File: config.mk
export PLATFORM = sky130hd
export DESIGN_NAME = osd_text_cursor_buffer_flat
export DESIGN_NICKNAME = d
export VERILOG_FILES = /design/src/otcb_pkg.sv /design/src/otcb_in_if.sv /design/src/otcb_ctrl.sv /design/src/otcb_dp.sv /design/src/osd_text_cursor_buffer.sv /design/src/flat_wrapper.sv
export SDC_FILE = /design/constraint.sdc
export NUM_CORES = 2
export LEC_CHECK = 0
export CAP_MARGIN = 5
export CORE_UTILIZATION = 55
export CTS_BUF_LIST = sky130_fd_sc_hd__clkbuf_4 sky130_fd_sc_hd__clkbuf_8 sky130_fd_sc_hd__clkbuf_16
export DETAILED_ROUTE_END_ITERATION = 8
export DONT_BUFFER_PORTS = 1
export PLACE_DENSITY_LB_ADDON = 0.05
export REMOVE_ABC_BUFFERS = 1
export SETUP_SLACK_MARGIN = 0.2
export SYNTH_ARGS = -nofsm -noshare
export SYNTH_HDL_FRONTEND = slang
export SYNTH_SLANG_ARGS = --single-unit
File: constraint.sdc
create_clock -name clk -period 12.5 [get_ports clk]
set_input_delay 1.25 -clock clk [delete_from_list [all_inputs] [get_ports clk]]
set_output_delay 1.25 -clock clk [all_outputs]
set_load 0.02 [all_outputs]
File: src/otcb_pkg.sv
// shared types and constants for the osd text cursor buffer
package otcb_pkg;

    localparam int unsigned DEF_SCREEN_COLS = 30;
    localparam int unsigned DEF_SCREEN_ROWS = 16;

    // cursor position width, positions wrap at this width
    localparam int unsigned POS_W = 13;

    localparam logic [7:0] CHAR_NEWLINE = 8'hFF;
    localparam logic [7:0] CHAR_SPACE   = 8'h20;
    localparam logic [7:0] CHAR_BLANK   = 8'h00;
    localparam logic [7:0] END_MARK     = 8'hFF;

    // ntsc pull-up of low panel rows
    localparam logic [3:0] NTSC_ROW_LIMIT = 4'd6;
    localparam logic [3:0] NTSC_ROW_SHIFT = 4'd3;

    typedef enum logic [1:0] {
        MODE_PANEL  = 2'd0,
        MODE_CURSOR = 2'd1,
        MODE_REL    = 2'd2,
        MODE_READ   = 2'd3
    } mode_t;

    typedef struct packed {
        logic clear;
        logic accept;
        logic panel;
        logic rel;
        logic put;
        logic load;
    } ctl_cmd_t;

    typedef struct packed {
        logic  clear_last;
        mode_t in_mode;
        logic  out_busy;
    } ctl_sts_t;

endpackage

File: src/otcb_in_if.sv
// input and output channel interfaces
interface otcb_in_if;
    logic       valid;
    logic       ready;
    logic [1:0] mode;
    logic [7:0] col_value;
    logic [7:0] row_value;
    logic [7:0] char_code;

    modport source (output valid, output mode, output col_value, output row_value,
                    output char_code, input ready);
    modport sink (input valid, input mode, input col_value, input row_value,
                  input char_code, output ready);
endinterface

interface otcb_out_if;
    logic       valid;
    logic       ready;
    logic [7:0] read_byte;
    logic       last_byte;

    modport source (output valid, output read_byte, output last_byte, input ready);
    modport sink (input valid, input read_byte, input last_byte, output ready);
endinterface

File: src/otcb_ctrl.sv
// sequencing state machine for the osd text cursor buffer
module otcb_ctrl
    import otcb_pkg::*;
(
    input  logic     clk,
    input  logic     rst_n,
    input  logic     in_valid,
    output logic     in_ready,
    input  ctl_sts_t sts,
    output ctl_cmd_t cmd
);

    typedef enum logic [2:0] {
        S_CLEAR,
        S_IDLE,
        S_PANEL,
        S_REL,
        S_PUT,
        S_READ
    } state_t;

    state_t state_reg;
    state_t state_next;

    always_comb
    begin
        state_next = state_reg;
        cmd        = '0;
        in_ready   = 1'b0;
        unique case (state_reg)
            S_CLEAR:
            begin
                cmd.clear = 1'b1;
                if (sts.clear_last)
                begin
                    state_next = S_IDLE;
                end
            end
            S_IDLE:
            begin
                in_ready = 1'b1;
                if (in_valid)
                begin
                    cmd.accept = 1'b1;
                    unique case (sts.in_mode)
                        MODE_PANEL:  state_next = S_PANEL;
                        MODE_CURSOR: state_next = S_PUT;
                        MODE_REL:    state_next = S_REL;
                        MODE_READ:   state_next = S_READ;
                        default:     state_next = S_IDLE;
                    endcase
                end
            end
            S_PANEL:
            begin
                cmd.panel  = 1'b1;
                state_next = S_IDLE;
            end
            S_REL:
            begin
                cmd.rel    = 1'b1;
                state_next = S_PUT;
            end
            S_PUT:
            begin
                cmd.put    = 1'b1;
                state_next = S_IDLE;
            end
            S_READ:
            begin
                // hold until the output slot can take the beat
                if (!sts.out_busy)
                begin
                    cmd.load   = 1'b1;
                    state_next = S_IDLE;
                end
            end
            default:
            begin
                state_next = S_IDLE;
            end
        endcase
    end

    always_ff @(posedge clk or negedge rst_n)
    begin
        if (!rst_n)
        begin
            state_reg <= S_CLEAR;
        end
        else
        begin
            state_reg <= state_next;
        end
    end

endmodule

File: src/otcb_dp.sv
// screen store, cursor and readout datapath
module otcb_dp
    import otcb_pkg::*;
#(
    parameter int unsigned SCREEN_COLS = DEF_SCREEN_COLS,
    parameter int unsigned SCREEN_ROWS = DEF_SCREEN_ROWS
)
(
    input  logic       clk,
    input  logic       rst_n,
    input  logic       cfg_we,
    input  logic       cfg_wdata,
    input  logic [1:0] in_mode,
    input  logic [7:0] in_col,
    input  logic [7:0] in_row,
    input  logic [7:0] in_char,
    input  logic       out_ready,
    output logic       out_valid,
    output logic [7:0] out_byte,
    output logic       out_last,
    input  ctl_cmd_t   cmd,
    output ctl_sts_t   sts
);

    localparam int unsigned STORE_SIZE = SCREEN_ROWS * SCREEN_COLS + 1;
    localparam int unsigned AW         = $clog2(STORE_SIZE);
    localparam int unsigned MW         = POS_W + 2;
    localparam logic [AW-1:0] LAST_ADDR = AW'(STORE_SIZE - 1);

    function automatic logic [POS_W-1:0] cell_addr(input logic [7:0] row,
                                                   input logic [7:0] col);
        logic [MW-1:0] prod;
        prod = MW'(row) * MW'(SCREEN_COLS) + MW'(col);
        return prod[POS_W-1:0];
    endfunction

    logic [7:0] mem [STORE_SIZE];
    logic [7:0] rd_data_reg;

    logic             ntsc_reg;
    logic [7:0]       col_reg;
    logic [7:0]       row_reg;
    logic [7:0]       char_reg;
    logic [4:0]       panel_col_reg, panel_col_next;
    logic [7:0]       panel_row_reg, panel_row_next;
    logic [POS_W-1:0] write_pos_reg, write_pos_next;
    logic [AW-1:0]    read_pos_reg, read_pos_next;
    logic [AW-1:0]    clr_cnt_reg, clr_cnt_next;
    logic             out_valid_reg, out_valid_next;
    logic [7:0]       out_byte_reg;
    logic             out_last_reg;

    logic          mem_we;
    logic [AW-1:0] mem_waddr;
    logic [7:0]    mem_wdata;
    logic [3:0]    set_row;
    logic [7:0]    rel_row;
    logic [7:0]    rel_col;
    logic [7:0]    nl_row;
    logic          read_last;

    assign read_last = (read_pos_reg == LAST_ADDR);
    assign rel_row   = panel_row_reg + row_reg;
    assign rel_col   = {3'b000, panel_col_reg} + col_reg;
    assign nl_row    = panel_row_reg + 8'd1;

    always_comb
    begin
        set_row = row_reg[3:0];
        if (ntsc_reg && (set_row > NTSC_ROW_LIMIT))
        begin
            set_row = set_row - NTSC_ROW_SHIFT;
        end
    end

    always_comb
    begin
        panel_col_next = panel_col_reg;
        panel_row_next = panel_row_reg;
        write_pos_next = write_pos_reg;
        read_pos_next  = read_pos_reg;
        clr_cnt_next   = clr_cnt_reg;
        out_valid_next = out_valid_reg;
        mem_we         = 1'b0;
        mem_waddr      = write_pos_reg[AW-1:0];
        mem_wdata      = CHAR_BLANK;

        if (out_valid_reg && out_ready)
        begin
            out_valid_next = 1'b0;
        end

        if (cmd.clear)
        begin
            mem_we       = 1'b1;
            mem_waddr    = clr_cnt_reg;
            clr_cnt_next = clr_cnt_reg + AW'(1);
        end

        if (cmd.panel)
        begin
            panel_col_next = col_reg[4:0];
            panel_row_next = {4'b0000, set_row};
            write_pos_next = cell_addr({4'b0000, set_row}, {3'b000, col_reg[4:0]});
        end

        if (cmd.rel)
        begin
            write_pos_next = cell_addr(rel_row, rel_col);
        end

        if (cmd.put)
        begin
            if (char_reg == CHAR_NEWLINE)
            begin
                panel_row_next = nl_row;
                write_pos_next = cell_addr(nl_row, {3'b000, panel_col_reg});
            end
            else if (write_pos_reg < POS_W'(STORE_SIZE))
            begin
                mem_we         = 1'b1;
                mem_waddr      = write_pos_reg[AW-1:0];
                mem_wdata      = (char_reg == CHAR_SPACE) ? CHAR_BLANK : char_reg;
                write_pos_next = write_pos_reg + POS_W'(1);
            end
        end

        if (cmd.load)
        begin
            // readout clears the cell it returns
            mem_we         = 1'b1;
            mem_waddr      = read_pos_reg;
            read_pos_next  = read_last ? '0 : read_pos_reg + AW'(1);
            out_valid_next = 1'b1;
        end
    end

    always_ff @(posedge clk)
    begin
        if (mem_we)
        begin
            mem[mem_waddr] <= mem_wdata;
        end
        rd_data_reg <= mem[read_pos_reg];
    end

    always_ff @(posedge clk)
    begin
        if (cmd.accept)
        begin
            col_reg  <= in_col;
            row_reg  <= in_row;
            char_reg <= in_char;
        end
        if (cmd.load)
        begin
            out_byte_reg <= read_last ? END_MARK : rd_data_reg;
            out_last_reg <= read_last;
        end
    end

    always_ff @(posedge clk or negedge rst_n)
    begin
        if (!rst_n)
        begin
            ntsc_reg      <= 1'b0;
            panel_col_reg <= '0;
            panel_row_reg <= '0;
            write_pos_reg <= '0;
            read_pos_reg  <= '0;
            clr_cnt_reg   <= '0;
            out_valid_reg <= 1'b0;
        end
        else
        begin
            if (cfg_we)
            begin
                ntsc_reg <= cfg_wdata;
            end
            panel_col_reg <= panel_col_next;
            panel_row_reg <= panel_row_next;
            write_pos_reg <= write_pos_next;
            read_pos_reg  <= read_pos_next;
            clr_cnt_reg   <= clr_cnt_next;
            out_valid_reg <= out_valid_next;
        end
    end

    assign sts.clear_last = (clr_cnt_reg == LAST_ADDR);
    assign sts.in_mode    = mode_t'(in_mode);
    assign sts.out_busy   = out_valid_reg && !out_ready;

    assign out_valid = out_valid_reg;
    assign out_byte  = out_byte_reg;
    assign out_last  = out_last_reg;

endmodule

File: src/osd_text_cursor_buffer.sv
// osd text cursor buffer top level
// after accept each item runs its own states: panel set, cursor write, offset then write, or readout
// once the output slot is free; one item at a time, ready returns after the item finishes
// throughput is set by the controller sequence and the single write port of the store
// after reset a clearing pass writes all SCREEN_ROWS*SCREEN_COLS+1 cells (481 by
// default), one per cycle, before the first item is taken; config writes always land
module osd_text_cursor_buffer
    import otcb_pkg::*;
#(
    parameter int unsigned SCREEN_COLS = DEF_SCREEN_COLS,
    parameter int unsigned SCREEN_ROWS = DEF_SCREEN_ROWS
)
(
    input  logic       clk,
    input  logic       rst_n,
    input  logic       cfg_we,
    input  logic       cfg_wdata,
    otcb_in_if.sink    in_ch,
    otcb_out_if.source out_ch
);

    ctl_cmd_t cmd;
    ctl_sts_t sts;
    logic     in_ready;

    assign in_ch.ready = in_ready;

    otcb_ctrl u_ctrl (
        .clk      (clk),
        .rst_n    (rst_n),
        .in_valid (in_ch.valid),
        .in_ready (in_ready),
        .sts      (sts),
        .cmd      (cmd)
    );

    otcb_dp #(
        .SCREEN_COLS (SCREEN_COLS),
        .SCREEN_ROWS (SCREEN_ROWS)
    ) u_dp (
        .clk       (clk),
        .rst_n     (rst_n),
        .cfg_we    (cfg_we),
        .cfg_wdata (cfg_wdata),
        .in_mode   (in_ch.mode),
        .in_col    (in_ch.col_value),
        .in_row    (in_ch.row_value),
        .in_char   (in_ch.char_code),
        .out_ready (out_ch.ready),
        .out_valid (out_ch.valid),
        .out_byte  (out_ch.read_byte),
        .out_last  (out_ch.last_byte),
        .cmd       (cmd),
        .sts       (sts)
    );

endmodule
File: src/flat_wrapper.sv
// flat-port wrapper written by rule: the top's interface ports become plain ports
module osd_text_cursor_buffer_flat import otcb_pkg::*;
#(
    parameter int unsigned SCREEN_COLS = DEF_SCREEN_COLS,
    parameter int unsigned SCREEN_ROWS = DEF_SCREEN_ROWS
)
  (clk, rst_n, cfg_we, cfg_wdata, in_ch_valid, in_ch_mode, in_ch_col_value, in_ch_row_value, in_ch_char_code, in_ch_ready, out_ch_valid, out_ch_read_byte, out_ch_last_byte, out_ch_ready);
  otcb_in_if in_ch_i ();
  otcb_out_if out_ch_i ();
  input  logic clk;
  input  logic rst_n;
  input  logic cfg_we;
  input  logic cfg_wdata;
  input wire logic [$bits(in_ch_i.valid)-1:0] in_ch_valid;
  input wire logic [$bits(in_ch_i.mode)-1:0] in_ch_mode;
  input wire logic [$bits(in_ch_i.col_value)-1:0] in_ch_col_value;
  input wire logic [$bits(in_ch_i.row_value)-1:0] in_ch_row_value;
  input wire logic [$bits(in_ch_i.char_code)-1:0] in_ch_char_code;
  output wire logic [$bits(in_ch_i.ready)-1:0] in_ch_ready;
  output wire logic [$bits(out_ch_i.valid)-1:0] out_ch_valid;
  output wire logic [$bits(out_ch_i.read_byte)-1:0] out_ch_read_byte;
  output wire logic [$bits(out_ch_i.last_byte)-1:0] out_ch_last_byte;
  input wire logic [$bits(out_ch_i.ready)-1:0] out_ch_ready;
  assign in_ch_i.valid = in_ch_valid;
  assign in_ch_i.mode = in_ch_mode;
  assign in_ch_i.col_value = in_ch_col_value;
  assign in_ch_i.row_value = in_ch_row_value;
  assign in_ch_i.char_code = in_ch_char_code;
  assign in_ch_ready = in_ch_i.ready;
  assign out_ch_valid = out_ch_i.valid;
  assign out_ch_read_byte = out_ch_i.read_byte;
  assign out_ch_last_byte = out_ch_i.last_byte;
  assign out_ch_i.ready = out_ch_ready;
  osd_text_cursor_buffer #(.SCREEN_COLS(SCREEN_COLS), .SCREEN_ROWS(SCREEN_ROWS)) u_core (.clk(clk), .rst_n(rst_n), .cfg_we(cfg_we), .cfg_wdata(cfg_wdata), .in_ch(in_ch_i), .out_ch(out_ch_i));
endmodule
==> results.json <==
{
  "dr.pass1.iters": 6,
  "period_minus_slack_ps": 5720,
  "place_area_um2": 160000,
  "synth-seq-cells": 3938,
  "wl_per_cell_um": 36.9,
  "final_util": 0.617,
  "end_kind": "flop",
  "fin_nets": 7425,
  "status": "complete, no violations",
  "ys_seq_area_frac": 0.757,
  "path_buf_inv": 2,
  "slew_violations": 0,
  "critPathTopFamily": "simple AND/OR/NAND/NOR gates",
  "synth_flop_cell": "edfxtp_1",
  "muxShareOfSynthArea": 0.172,
  "grt_max_degree": 166,
  "tritoncts": "built",
  "skew_ps": 75.2,
  "drive_gt1_frac": 0.268,
  "vias": 75900,
  "crit_type": "reg -> reg",
  "synthTopCellsByArea": "edfxtp_1, mux4_2, nor2_1",
  "critPathRequiredTime_ps": 13050,
  "core_area_um2": 282000,
  "cts_buffers": 396,
  "cts-resized-gates": 0,
  "synthSimpleGateAreaFrac": 0.0240,
  "syn_area_um2": 156000,
  "finalSetupViolCount": 0,
  "synth_top_family_by_area": "multiplexers",
  "start_kind": "flop",
  "tightestPinTransition_ps": 1380,
  "largest_reg_flops": 3848,
  "clockBufferDepth": 4,
  "gr-total-overflow": 0,
  "cts_setup_buffers": 0,
  "crit_arrival_ps": 6280,
  "start_util": 0.553,
  "fmax_mhz": 175,
  "clk_pin_slew_ps": 70,
  "rsz0062_at_grt": "no",
  "gp_congestion": 0.842,
  "synth_edf_count": 3881,
  "cts_max_level": 5,
  "slew_headroom": 0.0763,
  "synth_cells": 7158,
  "via_per_inst": 6.67,
  "p_leak_nw": 61.0,
  "wirelength_mm": 420,
  "worstSkewPairLatency_ps": 970,
  "synth_warnings": 0,
  "cp_max_fo": 36,
  "grt_first_pass_wirelength_mm": 594,
  "dieArea_um2": 286000,
  "yosysMostFrequentCell": "edfxtp_1",
  "synth_adder_area_share": 0.00954,
  "finalInstanceArea_um2": 174000,
  "dp_hpwl_mm": 248,
  "cts_sinks": 3938,
  "critical_path.max_stage_delay_ps": 1160,
  "crit_path_cell_trace": "nand3b_1 > nand2b_1 > inv_2 > buf_4 > o21ai_0 > nor3_2 > nand2_1 > nor2_1",
  "drc": 0,
  "root_buffer": "clkbuf_16",
  "async_flop_share": 0.0124,
  "rows": 195,
  "area.growth.synth_to_final_pct": 11.6,
  "power_density_nw_per_um2": 154,
  "avgSynthCellArea_um2": 21.8,
  "cts_hold_buf": 1,
  "drtIter0Drc": 9786,
  "period_share": 0.458,
  "seqCellArea_um2": 118000,
  "multi_input_area_um2": 35800,
  "fill_cells": 19400,
  "first_global_vias": 75500,
  "ant_nets": 0,
  "synth_compound_area_frac": 0.0177,
  "final_hold_viol_count": 0,
  "chipWidth_um": 534,
  "hold_class": "in -> async",
  "portBuffers": 0,
  "drv_cap": 0,
  "yosys.area.top_type": "edfxtp_1",
  "ys_top_cells_by_count": "edfxtp_1, mux4_2, nor2_1",
  "ioPinCount": 43,
  "antenna_found_initial": 19,
  "track_usage": 0.297,
  "slowest_stage": "nor3_2",
  "synth_cell_types": 78,
  "synth_top_area_frac": 0.748,
  "fp.dieH_um": 534,
  "tns_ps": 0,
  "synthXorXnorAreaFrac": 0.00486,
  "ir_worst_vdd_uv": 125
}
[stage by stage]
| stage | power (mW) | setup WS (ps) | cells | hold WS, ps |
|---|---|---|---|---|
| 2_1_floorplan | 14.6 | -29000 | 6747 | 462 |
| 3_3_place_gp | 14.6 | 5900 | 10600 | 481 |
| 3_5_place_dp | 14.6 | 6620 | 10600 | 477 |
| 4_1_cts | 26.9 | 6800 | 11400 | 138 |
| 5_1_grt | 27.4 | 6550 | 11400 | 172 |
| 6_report | 26.8 | 6780 | 11400 | 190 |
[path summary, 6_finish.rpt]
path                                            start                       endpoint  slack (ps)  depth (start not counted)
max                        u_core.u_ctrl.state_reg[0]        u_core.u_dp.mem[103][5]        6780                          8
min                                             rst_n    u_core.u_dp.read_pos_reg[8]         190                          1
max reg2reg                u_core.u_ctrl.state_reg[0]        u_core.u_dp.mem[103][5]        6780                          8
min reg2reg                u_core.u_dp.rd_data_reg[0]        u_core.u_dp.out_byte[0]         490                          1
max in group asynchronous                       rst_n  u_core.u_dp.write_pos_reg[11]       12010                          1
min in group clk                        in_ch_mode[0]     u_core.u_ctrl.state_reg[1]         390                          1
[final cells by class]
cell class / count / share of cell area
Clock inverter: 261 / 0.0183
Inverter: 82 / 0.00178
Multi-Input combinational cell: 2727 / 0.206
Antenna cell: 6 / 0.0000863
Clock buffer: 465 / 0.0606
Sequential cell: 3938 / 0.678
Tap cell: 3743 / 0.0269
Timing Repair Buffer: 146 / 0.00822
[layout by cell type (no fill, tap or decap), types with 63 or more instances in the layout]
master,instances
buf_4,120
ha_1,74
nor2_1,554
a22oi_1,63
clkbuf_16,402
inv_1,76
clkinv_1,73
a21oi_1,88
nand2_1,142
edfxtp_1,3881
o21ai_0,89
clkinv_2,75
clkbuf_4,63
mux4_2,1155
[worst register-to-register path, delay by kind of cell (launching register included)]
| kind | cells | cell delay (ps) |
|---|---|---|
| compound gates | 1 | 360 |
| buf+inv | 2 | 630 |
| flops | 1 | 900 |
| simple gates | 5 | 3460 |
[per-layer routing]
metal  GRT usage  vias up  wire length [um]
li1            -    30200                 -
met1       0.441    41100            170000
met2       0.463     4007            201000
met3      0.0489      567             36500
met4      0.0843        4             12100
met5           0        -                27
[cell families (layout without fill, tap and decap cells)]
kind of cell,Yosys count,after routing
AND/OR/NAND/NOR,895,895
buffers and inverters,493,954
AO/OA/AOI/OAI,414,414
other,0,6
multiplexers,1231,1231
flip-flops,3938,3938
XOR/XNOR,85,85
adder cells (fa/ha/maj),102,102
[power by group]
group	internal, mW	switching [mW]
clock	7.34	5.12
combinational	0.0194	0.0277
sequential	14.3	0.000484
total	21.6	5.14
(Power assumes the default switching activity.)
